--- config.mk ---
export PLATFORM = sky130hd
export DESIGN_NAME = arith_expression_tokenizer_core
export DESIGN_NICKNAME = d
export VERILOG_FILES = /design/src/rtl/aet_pkg.sv /design/src/rtl/aet_front.sv /design/src/rtl/aet_queue.sv /design/src/rtl/aet_frac_div.sv /design/src/rtl/aet_back.sv /design/src/rtl/arith_expression_tokenizer_core.sv
export SDC_FILE = /design/constraint.sdc
export NUM_CORES = 1
export LEC_CHECK = 0
export ABC_AREA = 0
export BUFFER_PORTS_ARGS = -buffer_cell sky130_fd_sc_hd__buf_2
export CORE_MARGIN = 1
export CORE_UTILIZATION = 35
export CTS_BUF_LIST = sky130_fd_sc_hd__clkbuf_2
export DETAILED_ROUTE_END_ITERATION = 6
export REMOVE_ABC_BUFFERS = 1
export SYNTH_ARGS = -nofsm -noshare
export SYNTH_HDL_FRONTEND = slang
export SYNTH_HIERARCHICAL = 1
export SYNTH_SLANG_ARGS = --single-unit
--- constraint.sdc ---
create_clock -name clock -period 6 [get_ports clock]
set_input_delay 0 -clock clock [delete_from_list [all_inputs] [get_ports clock]]
set_output_delay 0 -clock clock [all_outputs]
set_load 0.005 [all_outputs]
--- src/rtl/aet_pkg.sv ---
`timescale 1ns / 1ps
`default_nettype none

package aet_pkg;

   // Number format
   localparam int INT_BITS    = 32;
   localparam int FRAC_BITS   = 16;
   localparam int FRAC_DIGITS = 4;
   localparam int NUM_BITS    = INT_BITS + FRAC_BITS;

   // Elaboration-time power of ten
   function automatic longint pow10_const(input int n);
      longint p;
      p = 1;
      for (int i = 0; i < n; i++) p = p * 10;
      return p;
   endfunction

   // Decimal fraction digits value, divisor and counters
   localparam int FVAL_BITS = $clog2(pow10_const(FRAC_DIGITS));
   localparam int DIV_BITS  = $clog2(pow10_const(FRAC_DIGITS) + 1);
   localparam int CNT_BITS  = $clog2(FRAC_DIGITS + 1);
   localparam int STEP_BITS = $clog2(FRAC_BITS + 1);
   localparam int FACC_BITS = FVAL_BITS + 4;
   localparam int IACC_BITS = INT_BITS + 4;

   // Byte queue between front and back (depth is a power of two)
   localparam int QUEUE_DEPTH = 4;
   localparam int QUEUE_AW    = $clog2(QUEUE_DEPTH);

   // Characters
   localparam logic [7:0] CH_NUL    = 8'h00;
   localparam logic [7:0] CH_TAB    = 8'h09;
   localparam logic [7:0] CH_LF     = 8'h0A;
   localparam logic [7:0] CH_CR     = 8'h0D;
   localparam logic [7:0] CH_SPACE  = 8'h20;
   localparam logic [7:0] CH_LPAREN = 8'h28;
   localparam logic [7:0] CH_RPAREN = 8'h29;
   localparam logic [7:0] CH_STAR   = 8'h2A;
   localparam logic [7:0] CH_PLUS   = 8'h2B;
   localparam logic [7:0] CH_MINUS  = 8'h2D;
   localparam logic [7:0] CH_DOT    = 8'h2E;
   localparam logic [7:0] CH_SLASH  = 8'h2F;
   localparam logic [7:0] CH_ZERO   = 8'h30;
   localparam logic [7:0] CH_NINE   = 8'h39;

   typedef enum logic [2:0] {
      KIND_NUMBER = 3'd0,
      KIND_OPERATOR = 3'd1,
      KIND_OPEN = 3'd2,
      KIND_CLOSE = 3'd3,
      KIND_ERROR = 3'd4,
      KIND_END = 3'd5
   } kind_type;

   typedef enum logic [1:0] {
      OP_PLUS = 2'd0,
      OP_MINUS = 2'd1,
      OP_MUL = 2'd2,
      OP_DIV = 2'd3
   } op_type;

   // Byte classes produced by the front
   typedef enum logic [2:0] {
      CLS_DIGIT,
      CLS_DOT,
      CLS_SPACE,
      CLS_OP,
      CLS_OPEN,
      CLS_CLOSE,
      CLS_END,
      CLS_BAD
   } cls_type;

   typedef enum logic [1:0] {
      ST_IDLE,
      ST_DIV,
      ST_NUM,
      ST_TOK
   } state_type;

   // Queue entry: class plus digit value, operator code or raw byte
   typedef struct packed {
      cls_type    cls;
      logic [7:0] data;
   } entry_type;

   typedef struct packed {
      logic                 start;
      logic [FVAL_BITS-1:0] value;
      logic [CNT_BITS-1:0]  count;
   } div_req_type;

   typedef struct packed {
      logic                 done;
      logic [FRAC_BITS-1:0] quot;
   } div_res_type;

   // Run-time 10^n for n up to FRAC_DIGITS
   function automatic logic [DIV_BITS-1:0] pow10_sel(input logic [CNT_BITS-1:0] n);
      logic [DIV_BITS-1:0] p;
      p = DIV_BITS'(1);
      for (int i = 0; i < FRAC_DIGITS; i++) begin
         if (CNT_BITS'(i) < n) p = p * DIV_BITS'(10);
      end
      return p;
   endfunction

endpackage

`default_nettype wire

--- src/rtl/aet_front.sv ---
`timescale 1ns / 1ps
`default_nettype none

module aet_front (
   input  logic                in_valid,
   input  logic [7:0]          in_byte,
   input  logic                q_full,
   output logic                in_stall,
   output logic                push,
   output aet_pkg::entry_type  push_entry
);
   import aet_pkg::*;

   // Accept whenever the queue has room
   assign in_stall = q_full;
   assign push     = in_valid && !q_full;

   // Byte classifier
   always_comb begin
      push_entry.cls  = CLS_BAD;
      push_entry.data = in_byte;
      unique case (in_byte) inside
         [CH_ZERO:CH_NINE]: begin
            push_entry.cls  = CLS_DIGIT;
            push_entry.data = {4'h0, in_byte[3:0]};
         end
         CH_DOT: push_entry.cls = CLS_DOT;
         CH_SPACE, CH_LF, CH_CR, CH_TAB: push_entry.cls = CLS_SPACE;
         CH_PLUS: begin
            push_entry.cls  = CLS_OP;
            push_entry.data = {6'h00, OP_PLUS};
         end
         CH_MINUS: begin
            push_entry.cls  = CLS_OP;
            push_entry.data = {6'h00, OP_MINUS};
         end
         CH_STAR: begin
            push_entry.cls  = CLS_OP;
            push_entry.data = {6'h00, OP_MUL};
         end
         CH_SLASH: begin
            push_entry.cls  = CLS_OP;
            push_entry.data = {6'h00, OP_DIV};
         end
         CH_LPAREN: push_entry.cls = CLS_OPEN;
         CH_RPAREN: push_entry.cls = CLS_CLOSE;
         CH_NUL: push_entry.cls = CLS_END;
         default: push_entry.cls = CLS_BAD;
      endcase
   end

endmodule

`default_nettype wire

--- src/rtl/aet_queue.sv ---
`timescale 1ns / 1ps
`default_nettype none

module aet_queue (
   input  logic                clock,
   input  logic                reset,
   input  logic                push,
   input  aet_pkg::entry_type  push_entry,
   input  logic                pop,
   output aet_pkg::entry_type  head,
   output logic                empty,
   output logic                full
);
   import aet_pkg::*;

   entry_type             mem_ff [QUEUE_DEPTH];
   logic [QUEUE_AW-1:0]   wr_ptr_ff, wr_ptr_in;
   logic [QUEUE_AW-1:0]   rd_ptr_ff, rd_ptr_in;
   logic [QUEUE_AW:0]     count_ff, count_in;

   assign head  = mem_ff[rd_ptr_ff];
   assign empty = (count_ff == '0);
   assign full  = (count_ff == (QUEUE_AW + 1)'(QUEUE_DEPTH));

   // Pointer and fill level update
   always_comb begin
      wr_ptr_in = push ? wr_ptr_ff + QUEUE_AW'(1) : wr_ptr_ff;
      rd_ptr_in = pop ? rd_ptr_ff + QUEUE_AW'(1) : rd_ptr_ff;
      case ({push, pop})
         2'b10:   count_in = count_ff + (QUEUE_AW + 1)'(1);
         2'b01:   count_in = count_ff - (QUEUE_AW + 1)'(1);
         default: count_in = count_ff;
      endcase
   end

   always_ff @(posedge clock) begin
      if (reset) begin
         wr_ptr_ff <= '0;
         rd_ptr_ff <= '0;
         count_ff  <= '0;
      end else begin
         wr_ptr_ff <= wr_ptr_in;
         rd_ptr_ff <= rd_ptr_in;
         count_ff  <= count_in;
      end
   end

   // Entry storage
   always_ff @(posedge clock) begin
      if (push) mem_ff[wr_ptr_ff] <= push_entry;
   end

endmodule

`default_nettype wire

--- src/rtl/aet_frac_div.sv ---
`timescale 1ns / 1ps
`default_nettype none

// Restoring divider: floor(value * 2^FRAC_BITS / 10^count), one quotient bit a cycle.
// value < 10^count, so the quotient fits FRAC_BITS.
module aet_frac_div (
   input  logic                  clock,
   input  logic                  reset,
   input  aet_pkg::div_req_type  req,
   output aet_pkg::div_res_type  res
);
   import aet_pkg::*;

   logic                  busy_ff, busy_in;
   logic                  done_ff, done_in;
   logic [STEP_BITS-1:0]  steps_ff, steps_in;
   logic [DIV_BITS-1:0]   rem_ff, rem_in;
   logic [DIV_BITS-1:0]   dvs_ff, dvs_in;
   logic [FRAC_BITS-1:0]  quot_ff, quot_in;

   logic [DIV_BITS:0]     trial;
   logic [DIV_BITS:0]     diff;
   logic                  ge;

   assign res.done = done_ff;
   assign res.quot = quot_ff;

   // One trial subtraction
   assign trial = {rem_ff, 1'b0};
   assign diff  = trial - {1'b0, dvs_ff};
   assign ge    = (trial >= {1'b0, dvs_ff});

   always_comb begin
      busy_in  = busy_ff;
      done_in  = 1'b0;
      steps_in = steps_ff;
      rem_in   = rem_ff;
      dvs_in   = dvs_ff;
      quot_in  = quot_ff;
      if (req.start) begin
         busy_in  = 1'b1;
         steps_in = STEP_BITS'(FRAC_BITS);
         rem_in   = DIV_BITS'(req.value);
         dvs_in   = pow10_sel(req.count);
         quot_in  = '0;
      end else if (busy_ff) begin
         rem_in   = ge ? diff[DIV_BITS-1:0] : trial[DIV_BITS-1:0];
         quot_in  = {quot_ff[FRAC_BITS-2:0], ge};
         steps_in = steps_ff - STEP_BITS'(1);
         if (steps_ff == STEP_BITS'(1)) begin
            busy_in = 1'b0;
            done_in = 1'b1;
         end
      end
   end

   always_ff @(posedge clock) begin
      if (reset) begin
         busy_ff <= 1'b0;
         done_ff <= 1'b0;
      end else begin
         busy_ff <= busy_in;
         done_ff <= done_in;
      end
   end

   always_ff @(posedge clock) begin
      steps_ff <= steps_in;
      rem_ff   <= rem_in;
      dvs_ff   <= dvs_in;
      quot_ff  <= quot_in;
   end

endmodule

`default_nettype wire

--- src/rtl/aet_back.sv ---
`timescale 1ns / 1ps
`default_nettype none

module aet_back (
   input  logic                         clock,
   input  logic                         reset,
   input  logic                         q_empty,
   input  aet_pkg::entry_type           q_head,
   output logic                         q_pop,
   output aet_pkg::div_req_type         div_req,
   input  aet_pkg::div_res_type         div_res,
   output logic                         rsp_valid,
   input  logic                         rsp_stall,
   output logic [2:0]                   rsp_token_kind,
   output logic [1:0]                   rsp_operator_code,
   output logic [aet_pkg::NUM_BITS-1:0] rsp_number_value,
   output logic [7:0]                   rsp_offending_byte,
   output logic                         rsp_last_of_run
);
   import aet_pkg::*;

   // Bytes that give a token of their own
   function automatic logic has_tok(input entry_type e);
      return !(e.cls == CLS_DIGIT || e.cls == CLS_SPACE);
   endfunction

   state_type             state_ff, state_in;
   entry_type             cur_ff, cur_in;

   // Number under construction
   logic                  in_num_ff, in_num_in;
   logic                  seen_ff, seen_in;
   logic                  past2_ff, past2_in;
   logic [INT_BITS-1:0]   int_ff, int_in;
   logic [FVAL_BITS-1:0]  fval_ff, fval_in;
   logic [CNT_BITS-1:0]   fcnt_ff, fcnt_in;
   logic                  err_ff, err_in;

   // Output register
   logic                  rv_ff, rv_in;
   logic [2:0]            kind_ff, kind_in;
   logic [1:0]            op_ff, op_in;
   logic [NUM_BITS-1:0]   num_ff, num_in;
   logic [7:0]            bad_ff, bad_in;
   logic                  last_ff, last_in;

   logic                  out_free;
   logic                  hd_digit, hd_dot;
   logic                  drop, absorb, flush;
   logic                  take_tok, take_num, do_absorb, do_start;
   entry_type             tok_src;
   kind_type              tok_kind;
   logic [1:0]            tok_op;
   logic [7:0]            tok_bad;
   logic [IACC_BITS-1:0]  int_wide;
   logic [INT_BITS-1:0]   int_sat;
   logic [FACC_BITS-1:0]  fval_wide;

   assign out_free = !rv_ff || !rsp_stall;

   // Head byte decode
   assign hd_digit = (q_head.cls == CLS_DIGIT);
   assign hd_dot   = (q_head.cls == CLS_DOT);
   assign drop     = err_ff && (q_head.cls != CLS_END);
   assign absorb   = in_num_ff && (hd_digit || hd_dot);
   assign flush    = in_num_ff && !drop && !absorb;

   // Token from the head byte or from the byte held behind a flush
   assign tok_src = (state_ff == ST_IDLE) ? q_head : cur_ff;

   always_comb begin
      unique case (tok_src.cls)
         CLS_OP:    tok_kind = KIND_OPERATOR;
         CLS_OPEN:  tok_kind = KIND_OPEN;
         CLS_CLOSE: tok_kind = KIND_CLOSE;
         CLS_END:   tok_kind = KIND_END;
         default:   tok_kind = KIND_ERROR;
      endcase
      tok_op  = (tok_src.cls == CLS_OP) ? tok_src.data[1:0] : 2'b00;
      tok_bad = (tok_kind == KIND_ERROR) ? tok_src.data : 8'h00;
   end

   // Accumulators: integer saturates, fraction keeps its first digits
   assign int_wide  = IACC_BITS'(int_ff) * IACC_BITS'(10) + IACC_BITS'(q_head.data[3:0]);
   assign int_sat   = (|int_wide[IACC_BITS-1:INT_BITS]) ? '1 : int_wide[INT_BITS-1:0];
   assign fval_wide = FACC_BITS'(fval_ff) * FACC_BITS'(10) + FACC_BITS'(q_head.data[3:0]);

   // FSM outputs
   always_comb begin
      q_pop         = 1'b0;
      div_req.start = 1'b0;
      take_tok      = 1'b0;
      take_num      = 1'b0;
      do_absorb     = 1'b0;
      do_start      = 1'b0;
      unique case (state_ff)
         ST_IDLE: begin
            if (!q_empty) begin
               if (drop) begin
                  q_pop = 1'b1;
               end else if (absorb) begin
                  q_pop     = 1'b1;
                  do_absorb = 1'b1;
               end else if (flush) begin
                  q_pop         = 1'b1;
                  div_req.start = 1'b1;
               end else if (has_tok(q_head)) begin
                  q_pop    = out_free;
                  take_tok = out_free;
               end else begin
                  q_pop    = 1'b1;
                  do_start = hd_digit;
               end
            end
         end
         ST_DIV: ;
         ST_NUM: take_num = out_free;
         ST_TOK: take_tok = out_free;
         default: ;
      endcase
   end

   assign div_req.value = fval_ff;
   assign div_req.count = fcnt_ff;

   // FSM next state
   always_comb begin
      state_in = state_ff;
      unique case (state_ff)
         ST_IDLE: if (!q_empty && flush) state_in = ST_DIV;
         ST_DIV:  if (div_res.done) state_in = ST_NUM;
         ST_NUM: begin
            if (out_free) state_in = has_tok(cur_ff) ? ST_TOK : ST_IDLE;
         end
         ST_TOK:  if (out_free) state_in = ST_IDLE;
         default: state_in = ST_IDLE;
      endcase
   end

   assign cur_in = div_req.start ? q_head : cur_ff;

   // Number and error state
   always_comb begin
      in_num_in = in_num_ff;
      seen_in   = seen_ff;
      past2_in  = past2_ff;
      int_in    = int_ff;
      fval_in   = fval_ff;
      fcnt_in   = fcnt_ff;
      err_in    = err_ff;
      if (do_absorb && !past2_ff) begin
         if (hd_dot) begin
            if (seen_ff) past2_in = 1'b1;
            else seen_in = 1'b1;
         end else if (seen_ff) begin
            if (fcnt_ff < CNT_BITS'(FRAC_DIGITS)) begin
               fval_in = fval_wide[FVAL_BITS-1:0];
               fcnt_in = fcnt_ff + CNT_BITS'(1);
            end
         end else begin
            int_in = int_sat;
         end
      end
      if (do_start) begin
         in_num_in = 1'b1;
         seen_in   = 1'b0;
         past2_in  = 1'b0;
         int_in    = INT_BITS'(q_head.data[3:0]);
         fval_in   = '0;
         fcnt_in   = '0;
      end
      // Number emitted, or end of text: back to an empty number
      if (take_num || (take_tok && tok_kind == KIND_END)) begin
         in_num_in = 1'b0;
         seen_in   = 1'b0;
         past2_in  = 1'b0;
         int_in    = '0;
         fval_in   = '0;
         fcnt_in   = '0;
      end
      if (take_tok && tok_kind == KIND_ERROR) err_in = 1'b1;
      if (take_tok && tok_kind == KIND_END) err_in = 1'b0;
   end

   // Output register load
   always_comb begin
      rv_in   = rv_ff && rsp_stall;
      kind_in = kind_ff;
      op_in   = op_ff;
      num_in  = num_ff;
      bad_in  = bad_ff;
      last_in = last_ff;
      if (take_num) begin
         rv_in   = 1'b1;
         kind_in = KIND_NUMBER;
         op_in   = 2'b00;
         num_in  = {int_ff, div_res.quot};
         bad_in  = 8'h00;
         last_in = !has_tok(cur_ff);
      end else if (take_tok) begin
         rv_in   = 1'b1;
         kind_in = tok_kind;
         op_in   = tok_op;
         num_in  = '0;
         bad_in  = tok_bad;
         last_in = 1'b1;
      end
   end

   always_ff @(posedge clock) begin
      if (reset) begin
         state_ff  <= ST_IDLE;
         in_num_ff <= 1'b0;
         seen_ff   <= 1'b0;
         past2_ff  <= 1'b0;
         int_ff    <= '0;
         fval_ff   <= '0;
         fcnt_ff   <= '0;
         err_ff    <= 1'b0;
         rv_ff     <= 1'b0;
      end else begin
         state_ff  <= state_in;
         in_num_ff <= in_num_in;
         seen_ff   <= seen_in;
         past2_ff  <= past2_in;
         int_ff    <= int_in;
         fval_ff   <= fval_in;
         fcnt_ff   <= fcnt_in;
         err_ff    <= err_in;
         rv_ff     <= rv_in;
      end
   end

   always_ff @(posedge clock) begin
      cur_ff  <= cur_in;
      kind_ff <= kind_in;
      op_ff   <= op_in;
      num_ff  <= num_in;
      bad_ff  <= bad_in;
      last_ff <= last_in;
   end

   assign rsp_valid          = rv_ff;
   assign rsp_token_kind     = kind_ff;
   assign rsp_operator_code  = op_ff;
   assign rsp_number_value   = num_ff;
   assign rsp_offending_byte = bad_ff;
   assign rsp_last_of_run    = last_ff;

endmodule

`default_nettype wire

--- src/rtl/arith_expression_tokenizer_core.sv ---
`timescale 1ns / 1ps
`default_nettype none
// Path: a token beat is registered in the byte queue and then in the output register; a number
//   beat waits for the fraction divider after the byte that ends the number leaves the queue.
// Throughput: 1 byte a cycle for digits, dots, spaces and single tokens while the output is not
//   stalled; ending a number holds further bytes in the queue during the bit-serial fraction divider.
// Reset: synchronous, active high; the byte queue, number state and output beat are cleared.
module arith_expression_tokenizer_core (
   input  logic                         clock,
   input  logic                         reset,
   input  logic                         req_valid,
   output logic                         req_stall,
   input  logic [7:0]                   req_text_byte,
   output logic                         rsp_valid,
   input  logic                         rsp_stall,
   output logic [2:0]                   rsp_token_kind,
   output logic [1:0]                   rsp_operator_code,
   output logic [aet_pkg::NUM_BITS-1:0] rsp_number_value,
   output logic [7:0]                   rsp_offending_byte,
   output logic                         rsp_last_of_run
);
   import aet_pkg::*;

   logic         push, pop, q_empty, q_full;
   entry_type    push_entry, q_head;
   div_req_type  div_req;
   div_res_type  div_res;

   // Byte classifier
   aet_front u_front (
      .in_valid   (req_valid),
      .in_byte    (req_text_byte),
      .q_full     (q_full),
      .in_stall   (req_stall),
      .push       (push),
      .push_entry (push_entry)
   );

   // Classified bytes waiting for the back end
   aet_queue u_queue (
      .clock      (clock),
      .reset      (reset),
      .push       (push),
      .push_entry (push_entry),
      .pop        (pop),
      .head       (q_head),
      .empty      (q_empty),
      .full       (q_full)
   );

   // Fraction scaling for number tokens
   aet_frac_div u_div (
      .clock (clock),
      .reset (reset),
      .req   (div_req),
      .res   (div_res)
   );

   // Token sequencer and output register
   aet_back u_back (
      .clock              (clock),
      .reset              (reset),
      .q_empty            (q_empty),
      .q_head             (q_head),
      .q_pop              (pop),
      .div_req            (div_req),
      .div_res            (div_res),
      .rsp_valid          (rsp_valid),
      .rsp_stall          (rsp_stall),
      .rsp_token_kind     (rsp_token_kind),
      .rsp_operator_code  (rsp_operator_code),
      .rsp_number_value   (rsp_number_value),
      .rsp_offending_byte (rsp_offending_byte),
      .rsp_last_of_run    (rsp_last_of_run)
   );

endmodule

`default_nettype wire

==> impl_results.md, run 1 <==
- Max Cap Viol: 0
- Post-Syn Area: roughly 0.014 sq mm
- Clock Latency Late Sink: 960 ps
- Initial Util: 0.355
- Cell row count: between 70 and 80
- Final nets: ~1,700
- WL per Instance: 16.2 um
- Final setup violation count: 0
- Dominant synthesized flop cell: edfxtp_1
- Async SR Flop Fraction: 0
- Finished Layout Cells: 2,139
- #FFs+latches synth: 232
- Via-to-Cell Ratio: 5.24
- Critical path arrival: 5700 ps
- Die W: between 200 and 250 um
- Critical path class: flop to flop
- Iter 0 DRT Violations: 673
- Crit path launch type: flop
- Ys Warns: 6
- H-tree depth: 3
- Vias in the first global route: 10,808
- GRT Util Overall: 0.167
- Mean Syn Cell Area: 10.1 sq um
- # IOs: 76
- Share of cells above drive strength 1: 0.175
- CTS root buf: clkbuf_2
- Status: finished clean
- Drt pass-1 iters: 5
- Full die area: 0.0422 sq mm
- Fin crit period: 4940 ps
- Cts bufs inserted: 67
- # clock sinks: approximately 230
- Fillers: around 4,000
- Leakage: 6.84 nW
- Peak supply drop: 0.253 mV
- Crit Path Max Fanout: 28
- P&R area growth vs syn: 11.8%
- Total power: roughly 4.5 mW
- Initial antenna violation count: 2
- Worst Path Required: 6760 ps
- Fin. max-slew vios: 0
- Worst-Margin Slew: 1130 ps
- Worst path slowest cell: mux4_1
- Setup repair bufs after CTS: 0
- Clk slew on worst S/H paths: 100 ps
- P per Cell Area: 277 mW/mm^2
- Crit-path cells: mux4_1 -> ha_1 -> a21o_1 -> a21oi_1 -> nor3b_1 -> nand2b_1 -> nor4_2 -> nand4_2 -> or4_1 -> or4b_4 -> a211oi_4 -> buf_4 -> a21oi_1
- Dpl hpwl: 24,200 um
- Gates resized, CTS repair: 0
- Overflow after GRT: 0
- Post-route ant nets: 0
- Routed WL: 34,600 um
- # hold bufs at CTS: 22
- Final hold violations: 0
- Max Clock Freq: 202 MHz
- Global-route wire length before repair: between 50,000 and 60,000 um
- Reg area: roughly 0.0060 sq mm
- Design area: 0.0162 sq mm
- Gpl congestion: ~0.87
- Slew Limit Headroom: 0.242
- Fin Setup TNS: 0 ps
- Area of the multi-input gates: 0.00805 sq mm
- Hold Crit Class: primary input to flop
- RSZ-0062 raised after global routing: false
- Synth cell types: roughly 100
- Post-DP Area: 0.0154 sq mm
- Final worst path period share: 0.823
- Syn Inst Count: 1,434
- Crit-path most repeated cell: a21oi_1
- CP delay by family, top: simple AND/OR/NAND/NOR gates
- Critical Path End Type: flop
- Crit path buf inv count: 1
- Placeable Area: slightly above 0.04 sq mm
- HP Start: rsp_stall
- Pin count of the biggest net entering global routing: 52
- Layout Skew: roughly 78 ps
- Post-synthesis sequential area ratio: 0.411
- Post-synth EDFFs: 131
- Die extent in y: 205 um
- DR vias: 11,198
- Slowest cell delay on critical path: 700 ps
- Bufs on Longest Clock Path: 3
- Cells after DPL: 1,991
- DRC viols: 0
- Port bufs: 75
- CTS tree: done
## where the power goes
group / leakage [nW] / switching [mW] / internal (mW) / total [mW]
clock network: 0.463 / 0.712 / 0.452 / 1.16
registers: 2.04 / 0.116 / 2.05 / 2.16
logic: 4.34 / 0.720 / 0.443 / 1.16
total: 6.84 / 1.55 / 2.94 / 4.49
## state kept, by name, indices dropped and copies added (netlist names), 2 cells and up, named ones only
| signal | cells |
|---|---|
| u_back/state_ff | 2 |
| u_back/fcnt_ff | 3 |
| u_div/dvs_ff | 13 |
| u_queue/count_ff | 3 |
| u_back/fval_ff | 14 |
| u_back/rsp_number_value | 48 |
| u_back/cur_ff | 11 |
| u_queue/mem_ff | 44 |
| u_back/rsp_offending_byte | 8 |
| u_back/int_ff | 32 |
| u_queue/rd_ptr_ff | 2 |
| u_div/steps_ff | 5 |
| u_back/rsp_operator_code | 2 |
| u_div/rem_ff | 14 |
| u_back/rsp_token_kind | 3 |
| u_div/quot_ff | 16 |
| u_queue/wr_ptr_ff | 2 |
## per-layer routing
layer | global-route usage | part of all wire | vias to the layer above | routed length [um]
li1 | - | - | 5604 | -
met1 | 0.231 | 0.49 | 5266 | 16800
met2 | 0.257 | 0.44 | 270 | 15400
met3 | 0.0364 | 0.052 | 58 | 1810
met4 | 0.0563 | 0.019 | 0 | 642
met5 | 0 | 0 | - | 0
## final timing paths
kind                                        to  slack, ps  cells after the start
setup / recovery              u_back/int_ff[9]       1060                     13
hold / removal            u_queue/rd_ptr_ff[0]        120                      5
setup reg to reg              u_back/int_ff[9]       1060                     13
hold reg to reg   u_back/rsp_offending_byte[5]        470                      2
## worst register-to-register path: cells and delay by family, from the launching register on
family	cells	cell delay (ps)
fa+ha+maj	1	330
compound gates	4	550
buf+inv	1	460
flops	1	490
simple gates	6	2180
mux	1	710
## final cells by class
| class | instances | share of cell area |
|---|---|---|
| tap | 532 | 0.0411 |
| antenna | 4 | 0.000618 |
| timing repair buffer | 108 | 0.0419 |
| inverter | 64 | 0.0148 |
| clock inverter | 22 | 0.00641 |
| clock buffer | 100 | 0.0309 |
| multi-input combinational | 1077 | 0.497 |
| sequential | 232 | 0.368 |
## kinds of logic after synthesis
| logic type | count (synthesis) | synth area share |
|---|---|---|
| other cells | 1 | 0.000259 |
| simple gates | 453 | 0.172 |
| fa+ha+maj | 128 | 0.114 |
| buf+inv | 128 | 0.0364 |
| compound gates | 354 | 0.167 |
| mux | 51 | 0.0455 |
| flops | 232 | 0.411 |
| xor+xnor | 87 | 0.0546 |
## stage by stage
step / setup WS (ps) / util / hold WS [ps]
after floorplan: 722 / - / 69.1
after global placement: 1270 / 0.376 / 265
after detailed placement: 1160 / 0.376 / 275
after CTS: 1060 / 0.397 / 13.4
after global routing: 751 / 0.397 / 37.4
final: 1060 / 0.397 / 120
## cells in the final DEF (no fill, tap or decap), types with 6 or more instances in the layout
cell and instances:
a211oi_1 20, ha_1 122, and2_1 19, dfxtp_1 101
nand4_1 18, nand2_1 91, buf_2 75, nor2_1 98
nand3_1 19, buf_4 11, nor3b_1 8, a21oi_1 87
nand2b_1 16, a31oi_1 14, and3_1 55, xnor2_1 42
a21o_1 24, clkinv_1 12, or3_1 13, nand3b_1 11
edfxtp_1 131, xor2_1 42, o311ai_0 9, mux4_2 10
mux2i_1 34, o211ai_1 9, a21oi_2 23, o21ai_0 80
nor3_1 29, nor2b_1 23, mux2_2 6, clkbuf_2 100
dlygate4sd3_1 22, o21a_1 11, inv_1 63, o31ai_1 7
fa_1 6
## synthesized netlist by cell type (all sizes together) (6+ instances only)
cell type | count | area, sq um
xnor2 | 43 | 384
edfxtp | 131 | 3930
fa | 6 | 120
xor2 | 43 | 384
a31oi | 14 | 87.6
a21boi | 6 | 45.1
o21a | 12 | 91.3
o311ai | 11 | 114
nor4 | 6 | 43.8
nand4 | 20 | 138
nand3 | 20 | 105
mux2 | 6 | 67.6
nand2 | 93 | 354
buf | 15 | 104
nor2 | 99 | 372
a21o | 24 | 180
o31ai | 7 | 52.6
a211oi | 22 | 183
or3 | 14 | 92.6
mux2i | 34 | 340
ha | 122 | 1530
a221oi | 6 | 65.1
o211ai | 11 | 92.6
nand3b | 11 | 82.6
nand2b | 16 | 100
dfxtp | 101 | 2020
nor3b | 9 | 78.8
clkbuf | 49 | 184
a21oi | 110 | 637
o21ai | 83 | 423
nor4b | 8 | 100
and2 | 19 | 119
nor2b | 23 | 144
inv | 64 | 240
nor3 | 32 | 170
and3 | 55 | 344
mux4 | 11 | 252
No activity file was read; power rests on OpenSTA's default activity.
==> inputs of run 2 (changes only) <==
- clock period: 6 -> 4.1 ns (I/O delays scaled with it)
==> run 2 against run 1 <==
  * The run now ends with negative setup slack left
  * Via count up 7.4%
  * Clock power up 56%
  * Total power up 50%
  * Cell count up 7.8%
  * First-iteration DRC count up 0.45%
  * Combinational power up 52%
  * Sequential power up 47%
  * Worst hold slack better by 8.6 ps
  * Register-to-register slack worse by 1200 ps
  * Global-route usage up 1.0 points
  * Critical path depth up 4
  * Fmax up 18%
==> impl_results.md, run 2 (same netlist as run 1, synthesis figures left out) <==
- Status: finished with violations
- Failing checks: negative setup slack
- Max Clock Freq: 238 MHz (+18%)
- P per Cell Area: 376 mW/mm^2 (+35%)
- Worst Path Required: 4900 ps (-1860 ps)
- Pin count of the biggest net entering global routing: 51 (-1.9%)
- CTS tree: done
- Comb power frac: 0.261 (+0.002)
- Full die area: 0.0422 sq mm (unchanged)
- Final nets: 1,855 (+9.8%)
- GRT Util Overall: 0.178 (+0.0104)
- Crit Path Max Fanout: 7 (-75%)
- Area of the multi-input gates: 0.00842 sq mm (+4.7%)
- Dpl hpwl: 26,100 um (+8.2%)
- # clock sinks: 232 (unchanged)
- Fin. max-slew vios: 0 (unchanged)
- Overflow after GRT: 0 (unchanged)
- Iter 0 DRT Violations: 676 (+0.45%)
- Reg area: 0.00597 sq mm (+0.27%)
- Max reg flops: 48 (unchanged)
- Crit path launch type: flop
- Share of cells above drive strength 1: 0.282 (+0.107)
- Internal Power: 4.41 mW (+50%)
- Bufs on Longest Clock Path: 3 (unchanged)
- WL per Instance: 16.2 um (-0.25%)
- Clock power frac: 0.269 (+0.010)
- DR vias: 12,032 (+7.4%)
- Clock Latency Late Sink: 970 ps (about the same)
- Via-to-Cell Ratio: 5.22 (-0.29%)
- P&R area growth vs syn: 23.8%
- Global-route wire length before repair: 59,500 um (+6.1%)
- Final hold violations: 0 (unchanged)
- Place WS: -285 ps (-1440 ps)
- Layout Skew: 93.3 ps (+15.4 ps)
- Peak supply drop: 0.248 mV (-2.0%)
- Die W: 205 um (unchanged)
- Die extent in y: 205 um (unchanged)
- Critical path arrival: 4990 ps (-710 ps)
- Sequential power share: 0.470 (-0.012)
- Port bufs: 75 (unchanged)
- Gpl congestion: 0.873 (-0.15%)
- Max Cap Viol: 0 (unchanged)
- H-tree depth: 3 (unchanged)
- # IOs: 76 (unchanged)
- CTS root buf: clkbuf_2
- Critical Path End Type: flop
- Hold Crit Class: primary input to flop
- Initial Util: 0.355 (unchanged)
- Most frequent cells in the layout: 164 x buf_4, 131 x edfxtp_1, 110 x ha_1, 98 x clkbuf_2, 97 x nor2_1
- Drt pass-1 iters: 5 (unchanged)
- DRC viols: 0 (unchanged)
- Critical path class: flop to flop
- Most common cell after layout, fill and taps aside: buf_4
- Post-route ant nets: 0 (unchanged)
- RSZ-0062 raised after global routing: true
- Final setup violation count: 31 (+31)
- Clk slew on worst S/H paths: 110 ps (about the same)
- Placeable Area: 0.0408 sq mm (unchanged)
- Vias in the first global route: 11,792 (+9.1%)
- Leakage: 7.69 nW (+12%)
- Fin crit period: 4200 ps (-742 ps)
- Cell row count: 74 (unchanged)
- Worst setup margin: -98.2 ps (-1160 ps)
- Switching share of power: 0.345 (about the same)
- Final worst path period share: 1.02 (+0.201)
- Cts bufs inserted: 68 (+1.5%)
- Worst-Margin Slew: 766 ps (-369 ps)
- Initial antenna violation count: 3 (+1)
- Slew Limit Headroom: 0.486 (+0.243)
- NetSw: 2.32 mW (+50%)
- Fillers: 3,951 (-2.1%)
- Fin Setup TNS: -2200 ps (-2200 ps)
- Routed WL: 37,200 um (+7.5%)
==> run 2: through the flow <==
step | instance area, sq um | util | hold WS (ps) | cells | power [mW]
4_1_cts | 17700 | 0.433 | 23.0 | 2295 | 6.83
2_1_floorplan | 14200 | - | 69.1 | 1373 | 4.16
6_report | 17900 | 0.439 | 128 | 2305 | 6.74
3_5_place_dp | 16400 | 0.402 | 277 | 2126 | 4.95
5_1_grt | 17900 | 0.439 | 63.1 | 2305 | 7.18
3_3_place_gp | 16400 | 0.402 | 264 | 2126 | 4.89
==> run 2: cell type report <==
cell class / instances / area share
Clock buffer: 98 / 0.0273
Inverter: 64 / 0.0134
Timing Repair Buffer: 272 / 0.110
Tap cell: 532 / 0.0371
Clock inverter: 28 / 0.00893
Antenna cell: 2 / 0.000279
Multi-Input combinational cell: 1077 / 0.470
Sequential cell: 232 / 0.333
==> run 2: worst paths after layout <==
check	start	to	slack (ps)	cells after the start
worst max-delay path	u_back/int_ff[4]	u_back/int_ff[19]	-100	17
worst min-delay path	req_text_byte[2]	u_queue/mem_ff[1][2]	130	3
worst max register to register	u_back/int_ff[4]	u_back/int_ff[19]	-100	17
worst min register to register	u_back/rsp_offending_byte[7]	u_back/rsp_offending_byte[7]	460	2
==> run 2: worst max-delay path, cell delays in order (launching register included) <==
cell,delay [ps]
dfxtp_2,350
buf_4,150
ha_4,240
ha_4,270
o211ai_1,90
buf_4,170
o211ai_4,250
buf_6,140
a2111o_1,130
nand3_2,100
nor4b_4,330
nand4_2,150
or4_1,500
or4b_4,520
a211oi_4,260
buf_6,180
buf_12,140
a21oi_2,50
==> run 2: per-layer routing <==
layer  GRT usage  vias up  part of all wire
met5           0        -           0.00035
met4      0.0643        2             0.026
met3      0.0429       81             0.052
met2       0.284      312              0.46
met1       0.232     5712              0.47
li1            -     5925                 -
==> run 2: repair_timing <==
action	4_1_cts	5_1_grt
cloned	2	0
pin swaps	18	35
endpoints found under the setup margin	32	50
hold buffers	25	0
gates resized for setup	36	50
hold endpoints to repair	195	0
buffers inserted	16	10
==> run 2: power by group through the flow <==
stage | clock, mW | sequential (mW) | combinational (mW)
global placement | 0 | 3.21 | 1.68
global route | 2.02 | 3.22 | 1.95
CTS | 1.90 | 3.17 | 1.76
floorplan | 0 | 3.25 | 0.909
finish | 1.81 | 3.17 | 1.76
detailed placement | 0 | 3.22 | 1.73
==> inputs of run 3 (changes only) <==
- RECOVER_POWER: unset -> 25
==> run 3 against run 2 <==
  * The run still ends with negative setup slack left
  * Sequential share of layout area is 0.072 points higher
  * Total power decreased by 0.55%
  * Clock power about the same
  * Critical path type unchanged
  * Critical endpoint unchanged
  * Global-route usage is the same
  * Setup slack got worse by 2.4 ps
  * Final area down 0.22%
  * Combinational power shrank 2%
==> impl_results.md, run 3 (same netlist as run 1, synthesis figures left out) <==
- Status: finished with violations
- Failing checks: negative setup slack
- Place WS: -285 ps (unchanged)
- Share of cells above drive strength 1: 0.266 (-0.0164)
- Total power: 6.70 mW (-0.55%)
- Post-DP Area: 0.0164 sq mm (unchanged)
- H-tree depth: 3 (unchanged)
- Drt pass-1 iters: 5 (unchanged)
- Hold Crit Class: primary input to flop
- DRC viols: 0 (unchanged)
- Crit-path most repeated cell: ha_4
- # clock sinks: 232 (unchanged)
- Clock Latency Late Sink: 960 ps (about the same)
- Dpl hpwl: 26,100 um (unchanged)
- Clk slew on worst S/H paths: 110 ps (about the same)
- Critical path class: flop to flop
- Crit Path Max Fanout: 7 (unchanged)
- Final hold violations: 0 (unchanged)
- Most common cell after layout, fill and taps aside: buf_4
- RSZ-0062 raised after global routing: true
- Worst setup margin: -101 ps (-2.40 ps)
- P&R area growth vs syn: 23.5%
- Fin. max-slew vios: 0 (unchanged)
- Final Core Density: 0.438 (-0.000950)
- WHS: 134 ps (+5.48 ps)
- Switching share of power: 0.346 (+0.00145)
- Routed WL: 37,300 um (+0.15%)
- Full die area: 0.0422 sq mm (unchanged)
- Flop2flop setup slack: -100 ps (about the same)
- Fin Setup TNS: -2180 ps (+22.2 ps)
- Max reg flops: 48 (unchanged)
- Post-route ant nets: 0 (unchanged)
- Design area: 0.0179 sq mm (-0.22%)
- HP Start: req_text_byte[2]
- Overflow after GRT: 0 (unchanged)
- Initial antenna violation count: 3 (unchanged)
- Slew Limit Headroom: 0.479 (-0.00701)
- WL per Instance: 16.2 um (+0.15%)
- Cts bufs inserted: 68 (unchanged)
- Worst Path Required: 4900 ps (about the same)
- Critical path arrival: 5000 ps (about the same)
- Max Cap Viol: 0 (unchanged)
- Sequential power share: 0.473 (+0.003)
- Comb power frac: 0.256 (-0.005)
- Pin count of the biggest net entering global routing: 51 (unchanged)
- Global-route wire length before repair: 59,500 um (unchanged)
- Max Clock Freq: 238 MHz (about the same)
- Crit-path cells: ha_4 -> ha_4 -> inv_2 -> fa_2 -> nor2b_2 -> o211ai_2 -> a2111oi_4 -> nor3_2 -> buf_4 -> xnor2_4 -> nand4_2 -> or4_1 -> or4b_4 -> a211oi_4 -> buf_6 -> buf_12 -> a21oi_2
- Placeable Area: 0.0408 sq mm (unchanged)
- Worst path slowest cell: or4_1
- GRT Util Overall: 0.178 (unchanged)
- Slowest cell delay on critical path: 540 ps (+20 ps)
- Register-to-Register Path Depth: 17 (unchanged)
- Most frequent cells in the layout: 163 x buf_4, 131 x edfxtp_1, 110 x ha_1, 98 x clkbuf_2, 97 x nor2_1
- Vias in the first global route: 11,792 (unchanged)
- Crit path launch type: flop
- Final setup violation count: 31 (unchanged)
- Worst-Margin Slew: 776 ps (+10.4 ps)
- CTS root buf: clkbuf_2
- CP delay by family, top: simple AND/OR/NAND/NOR gates
- Critical Path End Type: flop
- CTS tree: done
- Port bufs: 75 (unchanged)
- Clock power frac: 0.271 (+0.002)
- Cell row count: 74 (unchanged)
- WHS Endpoint: u_queue/mem_ff[1][2]
- Die extent in y: 205 um (unchanged)
- Fin crit period: 4200 ps (+2.40 ps)
- Finished Layout Cells: 2,305 (unchanged)
- Internal Power: 4.38 mW (-0.77%)
- # IOs: 76 (unchanged)
- Gpl congestion: 0.873 (unchanged)
- Iter 0 DRT Violations: 664 (-1.8%)
- Final worst path period share: 1.02 (about the same)
- Die W: 205 um (unchanged)
- NetSw: 2.32 mW (-0.13%)
- DR vias: 11,983 (-0.41%)
- Layout Skew: 86.2 ps (-7.15 ps)
- Cells after DPL: 2,126 (unchanged)
- Leakage: 7.60 nW (-1.2%)
- P per Cell Area: 374 mW/mm^2 (-0.33%)
- Peak supply drop: 0.252 mV (+1.6%)
- Initial Util: 0.355 (unchanged)
- RR Endpoint: u_back/int_ff[19]
- Final nets: 1,855 (unchanged)
- Via-to-Cell Ratio: 5.20 (-0.41%)
- Bufs on Longest Clock Path: 3 (unchanged)
- Crit path buf inv count: 4 (-1)
- Reg2reg start: u_back/int_ff[3]
- Worst Hold Depth: 3 (unchanged)
==> run 3: worst max-delay path by stage <==
stage / startpoint / end / slack, ps / cells past startpoint
after detailed placement: u_back/int_ff[3] / u_back/int_ff[10] / -280 / 15
after CTS: u_back/int_ff[1] / u_back/int_ff[7] / -200 / 17
after global routing: u_back/int_ff[3] / u_back/int_ff[13] / -230 / 17
after floorplan: flop / u_div/rem_ff[0] / -1180 / 6
after global placement: u_back/int_ff[1] / u_back/int_ff[10] / -220 / 15
final: u_back/int_ff[3] / u_back/int_ff[19] / -100 / 17
==> run 3: worst min-delay path: stages <==
cell and delay [ps]:
dlygate4sd3_1 530, buf_2 190, and2_1 200
==> run 3: power groups by stage <==
| stage | Clock (mW) | Sequential [mW] | Combinational, mW |
|---|---|---|---|
| 2_1_floorplan | 0 | 3.25 | 0.909 |
| 3_3_place_gp | 0 | 3.21 | 1.68 |
| 3_5_place_dp | 0 | 3.22 | 1.73 |
| 4_1_cts | 1.90 | 3.17 | 1.76 |
| 5_1_grt | 2.02 | 3.22 | 1.91 |
| 6_report | 1.81 | 3.17 | 1.72 |
==> run 3: final cells by class <==
type,instances,area [sq um]
inverters,64,240
clock inverters,28,160
multi-input cells,1077,8420
fillers,3961,22900
clock buffers,98,490
well taps,532,666
diodes,2,5.00
flip-flops and latches,232,5970
repair buffers,272,1940
==> run 3: what timing repair did <==
| action | 4_1_cts | 5_1_grt |
|---|---|---|
| endpoints found under the setup margin | 32 | 50 |
| buffers inserted | 16 | 10 |
| gates resized for setup | 36 | 50 |
| pin swaps | 18 | 35 |
| hold endpoints to repair | 195 | 0 |
| gates cloned | 2 | 0 |
| hold buffers | 25 | 0 |
==> run 3: per-layer routing <==
layer  track usage  wire length (um)  vias to the layer above
li1              -                 -                     5925
met1         0.232             17400                     5691
met2         0.284             17100                      291
met3        0.0429              1890                       74
met4        0.0643               963                        2
met5             0                13                        -
